===== config.mk =====
export PLATFORM = sky130hd
export DESIGN_NAME = config_record_log_scanner
export DESIGN_NICKNAME = d
export VERILOG_FILES = /design/src/cfgl_pkg.sv /design/src/cfgl_slot_eval.sv /design/src/cfgl_tracker.sv /design/src/config_record_log_scanner.sv
export SDC_FILE = /design/constraint.sdc
export NUM_CORES = 1
export LEC_CHECK = 0
export ABC_AREA = 1
export ABC_CLOCK_PERIOD_IN_PS = 20100
export BUFFER_PORTS_ARGS = -buffer_cell sky130_fd_sc_hd__buf_2
export CORE_MARGIN = 2
export CORE_UTILIZATION = 25
export CTS_BUF_LIST = sky130_fd_sc_hd__clkbuf_8
export DETAILED_ROUTE_END_ITERATION = 12
export SETUP_SLACK_MARGIN = 0.02
export SLEW_MARGIN = 20
export SYNTH_ARGS = -nofsm -noshare
export SYNTH_HDL_FRONTEND = slang
export SYNTH_HIERARCHICAL = 1
export SYNTH_SLANG_ARGS = --single-unit

===== constraint.sdc =====
create_clock -name clock -period 20.1 [get_ports clock]
set_clock_uncertainty 0.15 [all_clocks]
set_input_delay 3.015 -clock clock [delete_from_list [all_inputs] [get_ports clock]]
set_output_delay 3.015 -clock clock [all_outputs]
set_load 0.005 [all_outputs]

===== src/cfgl_pkg.sv =====
// ----------------------------------------------------------------------------
// cfgl_pkg: shared types and constants for the record log scanner
// Slot layout constants, CRC-32 matrix, and the structs passed between units.
// ----------------------------------------------------------------------------
package cfgl_pkg;

   localparam int unsigned SLOT_COUNT_DEF = 2048;
   localparam int unsigned SLOT_LIMIT     = 2048;   // 11-bit slot index
   localparam int unsigned IDX_W          = 11;
   localparam int unsigned PAYLOAD_MAX    = 40;

   localparam logic [31:0] CRC_POLY   = 32'hEDB8_8320;
   localparam logic [31:0] ALL_ONES   = 32'hFFFF_FFFF;
   localparam logic [31:0] SLOT_MAGIC = 32'h4346_4731;

   localparam logic [3:0] POS_MAGIC = 4'd0;
   localparam logic [3:0] POS_TYPE  = 4'd1;
   localparam logic [3:0] POS_SEQ   = 4'd2;
   localparam logic [3:0] POS_SIZE  = 4'd3;
   localparam logic [3:0] POS_CRC   = 4'd15;

   // configuration register indexes
   localparam logic [1:0] CSR_WANT_TYPE    = 2'd0;
   localparam logic [1:0] CSR_WANT_VERSION = 2'd1;
   localparam logic [1:0] CSR_WANT_SIZE    = 2'd2;

   typedef logic [31:0][31:0] crc_mat_type;

   typedef struct packed {
      logic [15:0] want_type;
      logic [15:0] want_version;
      logic [5:0]  want_size;
   } cfg_type;

   // per-request control from the top level
   typedef struct packed {
      logic take;    // word is consumed by the slot logic
      logic first;   // scan state cleared before this word
      logic finish;  // last word accepted: clear scan state afterward
   } step_type;

   // end-of-slot verdict
   typedef struct packed {
      logic        done;
      logic        valid;
      logic        erased;
      logic [31:0] sequence_val;
      logic [31:0] sequence_inc;
   } slot_done_type;

   typedef struct packed {
      logic             record_found;
      logic [IDX_W-1:0] newest_slot;
      logic [31:0]      newest_sequence;
      logic [31:0]      next_sequence;
      logic             free_found;
      logic [IDX_W-1:0] blank_slot;
   } result_type;

   // 32 reflected shift steps; used only to build the constant matrix
   function automatic logic [31:0] crc_shift32(input logic [31:0] x);
      logic [31:0] c;
      c = x;
      for (int k = 0; k < 32; k++) begin
         c = c[0] ? ((c >> 1) ^ CRC_POLY) : (c >> 1);
      end
      return c;
   endfunction

   function automatic crc_mat_type crc_build();
      crc_mat_type m;
      for (int j = 0; j < 32; j++) begin
         m[j] = crc_shift32(32'(1) << j);
      end
      return m;
   endfunction

   localparam crc_mat_type CRC_MAT = crc_build();

   // CRC register after one word, low byte first: linear map of crc ^ word
   function automatic logic [31:0] crc_word(input logic [31:0] crc, input logic [31:0] w);
      logic [31:0] x;
      logic [31:0] r;
      x = crc ^ w;
      r = '0;
      for (int j = 0; j < 32; j++) begin
         r = r ^ (CRC_MAT[j] & {32{x[j]}});
      end
      return r;
   endfunction

endpackage


===== src/cfgl_slot_eval.sv =====
// ----------------------------------------------------------------------------
// cfgl_slot_eval: per-slot word checker
// Tracks position in the slot, running CRC, header match and erased state.
// ----------------------------------------------------------------------------
module cfgl_slot_eval (
   input  logic                    clock,
   input  logic                    reset,
   input  cfgl_pkg::step_type      step,
   input  cfgl_pkg::cfg_type       cfg,
   input  logic [31:0]             word,
   output cfgl_pkg::slot_done_type slot_done
);

   logic [3:0]  pos_ff, pos_in, pos_eff;
   logic [31:0] crc_ff, crc_in, crc_base;
   logic        hdr_ff, hdr_in;
   logic        erased_ff, erased_in, erased_base;
   logic [31:0] seq_ff, seq_in;
   logic [31:0] seq_inc_ff, seq_inc_in;
   logic        size_ok;

   assign pos_eff     = step.first ? cfgl_pkg::POS_MAGIC : pos_ff;
   assign crc_base    = (pos_eff == cfgl_pkg::POS_MAGIC) ? cfgl_pkg::ALL_ONES : crc_ff;
   assign erased_base = (pos_eff == cfgl_pkg::POS_MAGIC) ? 1'b1 : erased_ff;
   assign size_ok     = (word[15:0] == {10'd0, cfg.want_size}) &&
                        (word[15:0] <= 16'(cfgl_pkg::PAYLOAD_MAX));

   always_comb begin
      crc_in     = (pos_eff == cfgl_pkg::POS_CRC) ? crc_base
                                                  : cfgl_pkg::crc_word(crc_base, word);
      erased_in  = erased_base && (word == cfgl_pkg::ALL_ONES);
      hdr_in     = hdr_ff;
      seq_in     = seq_ff;
      seq_inc_in = seq_inc_ff;
      case (pos_eff)
         cfgl_pkg::POS_MAGIC: hdr_in = (word == cfgl_pkg::SLOT_MAGIC);
         cfgl_pkg::POS_TYPE:  hdr_in = hdr_ff && (word[15:0] == cfg.want_type) &&
                                       (word[31:16] == cfg.want_version);
         cfgl_pkg::POS_SEQ: begin
            seq_in     = word;
            seq_inc_in = word + 32'd1;
         end
         cfgl_pkg::POS_SIZE:  hdr_in = hdr_ff && size_ok;
         default:             hdr_in = hdr_ff;
      endcase
      if (step.finish) begin
         pos_in = cfgl_pkg::POS_MAGIC;
      end else if (step.take) begin
         pos_in = pos_eff + 4'd1;
      end else begin
         pos_in = pos_ff;
      end
   end

   always_ff @(posedge clock) begin
      if (reset) begin
         pos_ff <= cfgl_pkg::POS_MAGIC;
      end else begin
         pos_ff <= pos_in;
      end
   end

   always_ff @(posedge clock) begin
      if (step.take) begin
         crc_ff     <= crc_in;
         hdr_ff     <= hdr_in;
         erased_ff  <= erased_in;
         seq_ff     <= seq_in;
         seq_inc_ff <= seq_inc_in;
      end
   end

   assign slot_done.done         = step.take && (pos_eff == cfgl_pkg::POS_CRC);
   assign slot_done.valid        = hdr_ff && (word == ~crc_ff);
   assign slot_done.erased       = erased_in;
   assign slot_done.sequence_val = seq_ff;
   assign slot_done.sequence_inc = seq_inc_ff;

endmodule


===== src/cfgl_tracker.sv =====
// ----------------------------------------------------------------------------
// cfgl_tracker: newest-record and first-free-slot tracking
// Keeps the slot counter, best valid record and first erased slot per area.
// ----------------------------------------------------------------------------
module cfgl_tracker #(
   parameter int unsigned SLOT_COUNT = cfgl_pkg::SLOT_COUNT_DEF
) (
   input  logic                    clock,
   input  logic                    reset,
   input  cfgl_pkg::step_type      step,
   input  cfgl_pkg::slot_done_type slot_done,
   output logic                    area_full,
   output cfgl_pkg::result_type    result
);

   localparam int unsigned EFF_SLOTS = (SLOT_COUNT > cfgl_pkg::SLOT_LIMIT) ?
                                       cfgl_pkg::SLOT_LIMIT : SLOT_COUNT;
   localparam logic [cfgl_pkg::IDX_W-1:0] LAST_IDX = cfgl_pkg::IDX_W'(EFF_SLOTS - 1);

   logic [cfgl_pkg::IDX_W-1:0] idx_ff, idx_in, idx_eff;
   logic                       full_ff, full_in;
   logic                       have_best_ff, have_best_in, have_best_eff;
   logic [31:0]                best_seq_ff, best_seq_in;
   logic [31:0]                best_inc_ff, best_inc_in;
   logic [cfgl_pkg::IDX_W-1:0] best_slot_ff, best_slot_in;
   logic                       have_free_ff, have_free_in, have_free_eff;
   logic [cfgl_pkg::IDX_W-1:0] blank_slot_ff, blank_slot_in;
   logic [31:0]                diff;
   logic                       newer;

   assign idx_eff       = step.first ? '0 : idx_ff;
   assign have_best_eff = step.first ? 1'b0 : have_best_ff;
   assign have_free_eff = step.first ? 1'b0 : have_free_ff;
   assign area_full     = full_ff;

   assign diff  = slot_done.sequence_val - best_seq_ff;
   assign newer = !have_best_eff || ((diff != 32'd0) && !diff[31]);

   always_comb begin
      idx_in        = idx_eff;
      full_in       = step.first ? 1'b0 : full_ff;
      have_best_in  = have_best_eff;
      best_seq_in   = best_seq_ff;
      best_inc_in   = best_inc_ff;
      best_slot_in  = best_slot_ff;
      have_free_in  = have_free_eff;
      blank_slot_in = blank_slot_ff;
      if (slot_done.done) begin
         if (slot_done.valid && newer) begin
            have_best_in = 1'b1;
            best_seq_in  = slot_done.sequence_val;
            best_inc_in  = slot_done.sequence_inc;
            best_slot_in = idx_eff;
         end
         if (slot_done.erased && !have_free_eff) begin
            have_free_in  = 1'b1;
            blank_slot_in = idx_eff;
         end
         if (idx_eff == LAST_IDX) begin
            full_in = 1'b1;
         end
         idx_in = idx_eff + 1'b1;
      end
   end

   // result as seen after this word
   assign result.record_found    = have_best_in;
   assign result.newest_slot     = have_best_in ? best_slot_in : '0;
   assign result.newest_sequence = have_best_in ? best_seq_in : 32'd0;
   assign result.next_sequence   = have_best_in ? best_inc_in : 32'd1;
   assign result.free_found      = have_free_in;
   assign result.blank_slot      = have_free_in ? blank_slot_in : '0;

   always_ff @(posedge clock) begin
      if (reset || step.finish) begin
         idx_ff       <= '0;
         full_ff      <= 1'b0;
         have_best_ff <= 1'b0;
         have_free_ff <= 1'b0;
      end else if (step.take) begin
         idx_ff       <= idx_in;
         full_ff      <= full_in;
         have_best_ff <= have_best_in;
         have_free_ff <= have_free_in;
      end
   end

   always_ff @(posedge clock) begin
      if (step.take) begin
         best_seq_ff   <= best_seq_in;
         best_inc_ff   <= best_inc_in;
         best_slot_ff  <= best_slot_in;
         blank_slot_ff <= blank_slot_in;
      end
   end

endmodule


===== src/config_record_log_scanner.sv =====
// ----------------------------------------------------------------------------
// config_record_log_scanner: append-only flash record log scanner
// Checks 16-word slots (magic, header, CRC-32), reports newest record and
// first erased slot at the end of each area.
// ----------------------------------------------------------------------------
//  channel | ports                      | role
//  --------+----------------------------+------------------------------------
//  req     | valid/ready, word, marks   | flash words in address order
//  rsp     | valid/ready, six fields    | one result per area, on last word
//  csr     | wen, index, wdata          | want_type/want_version/want_size
//
//  One request per cycle sustained unless the input register stalls. A
//  request is held in the input register, then the slot and tracker logic
//  update state and, on the last word, load the result register that
//  drives rsp_valid.
//  Reset (synchronous) clears scan state and sets want_size to 1.
//  The input register stalls only when it holds a last word and the result
//  register is still full and not being taken; all other words keep flowing
//  under rsp stalls.
// ----------------------------------------------------------------------------
module config_record_log_scanner #(
   parameter int unsigned SLOT_COUNT = cfgl_pkg::SLOT_COUNT_DEF
) (
   input  logic                       clock,
   input  logic                       reset,
   // request channel
   input  logic                       req_valid,
   output logic                       req_ready,
   input  logic [31:0]                req_flash_word,
   input  logic                       req_first_of_area,
   input  logic                       req_last_of_area,
   // result channel
   output logic                       rsp_valid,
   input  logic                       rsp_ready,
   output logic                       rsp_record_found,
   output logic [cfgl_pkg::IDX_W-1:0] rsp_newest_slot,
   output logic [31:0]                rsp_newest_sequence,
   output logic [31:0]                rsp_next_sequence,
   output logic                       rsp_free_found,
   output logic [cfgl_pkg::IDX_W-1:0] rsp_blank_slot,
   // configuration
   input  logic                       csr_wen,
   input  logic [1:0]                 csr_index,
   input  logic [15:0]                csr_wdata
);

   cfgl_pkg::cfg_type       cfg_ff;
   cfgl_pkg::step_type      step;
   cfgl_pkg::slot_done_type slot_done;
   cfgl_pkg::result_type    result;
   cfgl_pkg::result_type    rsp_ff;

   logic        in_vld_ff, in_vld_in;
   logic [31:0] in_word_ff;
   logic        in_first_ff, in_last_ff;
   logic        rsp_vld_ff, rsp_vld_in;
   logic        area_full;
   logic        advance;
   logic        req_take;

   // configuration registers
   always_ff @(posedge clock) begin
      if (reset) begin
         cfg_ff.want_type    <= '0;
         cfg_ff.want_version <= '0;
         cfg_ff.want_size    <= 6'd1;
      end else if (csr_wen) begin
         case (csr_index)
            cfgl_pkg::CSR_WANT_TYPE:    cfg_ff.want_type    <= csr_wdata;
            cfgl_pkg::CSR_WANT_VERSION: cfg_ff.want_version <= csr_wdata;
            cfgl_pkg::CSR_WANT_SIZE:    cfg_ff.want_size    <= csr_wdata[5:0];
            default:                    cfg_ff              <= cfg_ff;
         endcase
      end
   end

   // staged request moves on unless it would overwrite a pending result
   assign advance   = in_vld_ff && (!in_last_ff || !rsp_vld_ff || rsp_ready);
   assign req_ready = !in_vld_ff || advance;
   assign req_take  = req_valid && req_ready;
   assign in_vld_in = req_take ? 1'b1 : (advance ? 1'b0 : in_vld_ff);

   always_ff @(posedge clock) begin
      if (reset) begin
         in_vld_ff <= 1'b0;
      end else begin
         in_vld_ff <= in_vld_in;
      end
   end

   always_ff @(posedge clock) begin
      if (req_take) begin
         in_word_ff  <= req_flash_word;
         in_first_ff <= req_first_of_area;
         in_last_ff  <= req_last_of_area;
      end
   end

   // words past the last countable slot are dropped until the area ends
   assign step.take   = advance && (in_first_ff || !area_full);
   assign step.first  = in_first_ff;
   assign step.finish = advance && in_last_ff;

   cfgl_slot_eval u_slot_eval (
      .clock     (clock),
      .reset     (reset),
      .step      (step),
      .cfg       (cfg_ff),
      .word      (in_word_ff),
      .slot_done (slot_done)
   );

   cfgl_tracker #(
      .SLOT_COUNT (SLOT_COUNT)
   ) u_tracker (
      .clock     (clock),
      .reset     (reset),
      .step      (step),
      .slot_done (slot_done),
      .area_full (area_full),
      .result    (result)
   );

   // result register
   assign rsp_vld_in = step.finish ? 1'b1 : (rsp_ready ? 1'b0 : rsp_vld_ff);

   always_ff @(posedge clock) begin
      if (reset) begin
         rsp_vld_ff <= 1'b0;
      end else begin
         rsp_vld_ff <= rsp_vld_in;
      end
   end

   always_ff @(posedge clock) begin
      if (step.finish) begin
         rsp_ff <= result;
      end
   end

   assign rsp_valid           = rsp_vld_ff;
   assign rsp_record_found    = rsp_ff.record_found;
   assign rsp_newest_slot     = rsp_ff.newest_slot;
   assign rsp_newest_sequence = rsp_ff.newest_sequence;
   assign rsp_next_sequence   = rsp_ff.next_sequence;
   assign rsp_free_found      = rsp_ff.free_found;
   assign rsp_blank_slot      = rsp_ff.blank_slot;

endmodule


======== Yosys cells after proc, flatten, opt, wreduce, memory -nomap -nowiden ========
Index checks and enable logic that the tools add are counted.
word-level totals
  output and inout bits ................... 90
  register bits ........................... 364
  input port bits ......................... 57
operators by class
  add/sub/neg operators ................... 4
  eq/ne operators ......................... 13
  reduce and logical (&&, ||, !) cells .... 39
  $lt $le $gt $ge ......................... 1
  bitwise logic cells ..................... 33
  muxes and demuxes ....................... 28
operators with widths
  kind                                                   count
  bitwise XOR 32 bit                                     13
  2-to-1 mux 32 bit                                      6
  bitwise XOR 32 x 31 -> 32 bit                          6
  bitwise XOR 32 x 30 -> 32 bit                          4
  bitwise XOR 32 x 29 -> 32 bit                          3
  2-to-1 mux 11 bit                                      6
  bitwise XOR 32 x 27 -> 32 bit                          2
  bitwise XOR 32 x 28 -> 32 bit                          2
  adder 32 x 1 -> 32 bit, second input constant          1
  equality test 16 bit                                   2
  equality test 32 x 31 -> 1 bit, second input constant  1
  equality test 32 bit                                   1
  equality test 32 bit, second input constant            1
  NOT 32 bit                                             1
  nonzero test 32 bit                                    1
  subtractor 32 bit                                      1
  bitwise XOR 32 x 25 -> 32 bit                          1
  bitwise XOR 32 x 26 -> 32 bit                          1
  equality test 16 x 6 -> 1 bit                          1
  <= comparator 16 x 6 -> 1 bit, second input constant   1
  logical AND 1 bit                                      14
  2-to-1 mux 1 bit                                       14
  adder 11 x 1 -> 11 bit, second input constant          1
  equality test 11 bit, second input constant            1
  other kinds (16)                                       33

======== Logic depth before layout (Yosys ltp) ========
  depth in word-level cells ............... 36
  mapped depth ............................ 26

======== Cells and area by module ========
The synthesis kept the hierarchy.
modules (own cells, without submodules)
  module                     cells each  times used  area an instance (sq um)
  cfgl_slot_eval             1506        1           10251.1
  cfgl_tracker               1392        1           8470.6
  config_record_log_scanner  389         1           5413.9

======== Worst setup path before layout ========
OpenSTA, ideal clock, no wires.
  path type ............................... input-to-reg
  from .................................... input rsp_ready
  to ...................................... register u_slot_eval.seq_ff[0], enable pin
  path slack .............................. 4954 ps
  setup time .............................. 486 ps
  stages .................................. 7
  arrival ................................. 14510 ps
  cell sequence ........................... inv_1 > nand2_1 > nor2_1 > nor3_1 > clkbuf_1 > nand2_1 > nor2_1
RTL lines
  what                  RTL line                         source
  from (decl)           config_record_log_scanner.sv:34  input logic rsp_ready,
  to (signal assigned)  cfgl_slot_eval.sv:68             seq_ff <= seq_in;
  to (decl)             cfgl_slot_eval.sv:18             logic [31:0] seq_ff, seq_in;

==> impl_metrics.ini <==
[power_and_ir_drop]
pwr_density_cell_nw_per_um2 = 76.6
p_leak_nw = 13.3
peakVddDrop_mv = 0.0455

[logic_synthesis]
yosys_warnings = 6
syn_nets = 3384
ys_ff_latch = 364
synth-simple-area-share_pct = 31.2
synthXorXnorAreaFrac_pct = 8.68
synth_area_um2 = 24100
synth_compound_area_share_pct = 3.19
async_reset_ff_share_pct = 0
synthMuxAreaShare_pct = 0
syn_area_per_cell_um2 = 7.34
yosysUniqueCellTypes = 52
seq_area_frac_synth_pct = 42.9
synth_fa_ha_area_share_pct = 2.10
netlist_instances = 3287
synth_edf_count = 306
synth_top_family_by_area = simple AND/OR/NAND/NOR gates
synth_ff_type = edfxtp_1

[layout]
fill_cells = 10500
multi_input_area_um2 = 11000
final_cells = 4748
nets = 3527
layout-drive-gt1-share_pct = 9.45
seqCellArea_um2 = 10300
synthToLayoutAreaGrowth_pct = 13.6

[timing]
finalSetupViolations = 0
tightest_slew_ns = 1.14
fin_setup_tns_ns = 0
rsz0062_at_grt = false
fmax_mhz = 149
finalCriticalPeriod_ns = 6.73
finalHoldViolCount = 0
slew_violations = 0
finalCritPeriodShare_pct = 33.5
relSlewSlack_pct = 24.0

[worst_setup_path]
r2r_cells = 13
start_kind = input port
end_kind = flop
cp.required_ns = 20.49
critPathKind = in2reg
crit_arrival_ns = 7.12
worstPathMaxFanout = 65

[clock_network]
cts_max_path_buffers = 3
clock-root-buffer = clkbuf_8
clk_latency_ns = 0.73
cts_buffers = 61
cts_tree = built
path_clk_slew_ns = 0.06
cts_sinks = 364
cts_hold_buf = 0
htreeDepth = 2
cts_resized = 0
post_cts_buffers = 0

[place]
port_buffers = 146
gp_congestion = 0.949
place_inst = 4632
hpwl_mm = 59.3

[drt]
ant_nets = 0
wl_mm = 81.5
drt_iter0_drc = 2167
routed_via_density = 4.53
num_vias = 21500
post_drt_wl_per_cell_um = 17.2
first_pass_iters = 6
drcViolationCount = 0

[floorplan]
die_h_um = 315
die_w_um = 315
dieArea_um2 = 99000
coreArea_um2 = 95300
fp-row-count = 113
io_pins = 147
start_util_pct = 25.3

[grt]
grt_pass1_wl_mm = 122
antenna_found_initial = 3
grt_max_degree = 78
grt_use_total_pct = 16.1
grt_pass1_vias = 20000
overflow = 0

[outcome]
outcome = finished clean

[min_path]
hp-class = reg2reg
hold-path-cell-count = 2

[flow_run]
maxCapViolCount = 0
==> report_power, final <==
part / switching (W) / internal (W)
Clock: 0.000331 / 0.000353
Sequential: 0.0000291 / 0.000859
Combinational: 0.000366 / 0.000163
==> critical path: stages <==
cell and delay (ns):
buf_2 0.07, inv_1 0.04, nand2_1 0.09, nor2_1 0.06, nor3_2 0.09, buf_4 0.68
inv_1 0.24, nor2_1 0.36, nand2_1 0.12, inv_2 0.25, buf_4 0.65, nand2_2 0.44
buf_4 0.48, nand2_1 0.17, nand2_1 0.08, nor2_1 0.10
==> synth_stat cells (9+ instances only) <==
cell,n,share of area [%]
o21ai_0,32,0.66
ha_1,39,2.0
buf_6,16,0.75
nand2_2,18,0.47
nor3_1,27,0.56
nand3_1,271,5.6
o22ai_1,18,0.47
nor4_1,11,0.29
xor2_1,142,5.2
clkbuf_1,41,0.64
nor2_1,265,4.1
nand3b_1,13,0.40
a21oi_1,51,1.1
xnor2_1,63,2.3
buf_2,20,0.41
inv_1,613,9.5
edfxtp_1,306,38
nand4_1,34,0.88
dfxtp_1,58,4.8
inv_2,9,0.14
nand2_1,1138,18
a221oi_1,12,0.44
or2_2,10,0.26
==> metrics by stage <==
| step | total power [W] | cell area [um^2] | hold WS (ns) | setup WS, ns | utilization (%) |
|---|---|---|---|---|---|
| 2_1_floorplan | 0.00125 | 24100 | 0.271 | 4.95 | - |
| 3_3_place_gp | 0.00141 | 26200 | 0.297 | 12.82 | 27.4 |
| 3_5_place_dp | 0.00142 | 26200 | 0.310 | 12.68 | 27.4 |
| 4_1_cts | 0.00210 | 27400 | 0.324 | 13.42 | 28.8 |
| 5_1_grt | 0.00220 | 27400 | 0.348 | 13.02 | 28.8 |
| 6_report | 0.00210 | 27400 | 0.326 | 13.37 | 28.8 |
==> layout by cell type, fill, tap and decap left out, types with 13 or more instances in the layout <==
cell type  count
a21oi_1       51
buf_2        146
buf_4         24
clkbuf_8      68
clkinv_1      14
dfxtp_1       58
edfxtp_1     306
ha_1          39
inv_1        631
nand2_1     1138
nand2_2       18
nand3_1      271
nand3b_1      13
nand4_1       34
nor2_1       263
nor3_1        25
o21ai_0       31
o22ai_1       18
xnor2_1       63
xor2_1       141
==> registers in the layout, indices dropped and copies added, names as in the netlist, 32 cells and up <==
name and flops:
u_slot_eval/seq_ff 32, rsp_next_sequence 32, u_slot_eval/seq_inc_ff 32, rsp_newest_sequence 32
cfg_ff 38, u_tracker/best_inc_ff 32, u_tracker/best_seq_ff 32, in_word_ff 32
u_slot_eval/crc_ff 32
==> area by class of cell <==
type                       count  share of cell area [%]
clock buffer                  68                    3.41
inverter                     627                    8.59
multi-input combinational   2205                    39.9
sequential                   364                    37.7
timing repair buffer         171                    3.36
tap                         1265                    5.77
antenna                        2                  0.0183
clock inverter                46                    1.17
==> routing by layer <==
layer | GRT usage [%] | up-vias | wire length, um
met2 | 26.4 | 885 | 37500
met1 | 21.5 | 9957 | 34800
li1 | - | 10500 | -
met3 | 2.30 | 160 | 6170
met5 | 0 | - | 11
met4 | 5.90 | 2 | 2930
==> final timing paths <==
| check | from | end | slack [ns] |
|---|---|---|---|
| worst max-delay path | rsp_ready | rsp_newest_sequence[1] | 13.37 |
| worst min-delay path | u_tracker/idx_ff[10] | u_tracker/area_full | 0.33 |
| worst max register to register | in_first_ff | rsp_newest_sequence[1] | 14.68 |
| worst min register to register | u_tracker/idx_ff[10] | u_tracker/area_full | 0.33 |
==> cell families after synthesis <==
logic type                 after synthesis
AOI/OAI and AO/OA                      131
xor gates and xnor gates               220
adders and majority gates               40
buffers and inverters                  718
DFF                                    364
and+or+nand+nor                       1814
Power figures use the tool's default switching activity.
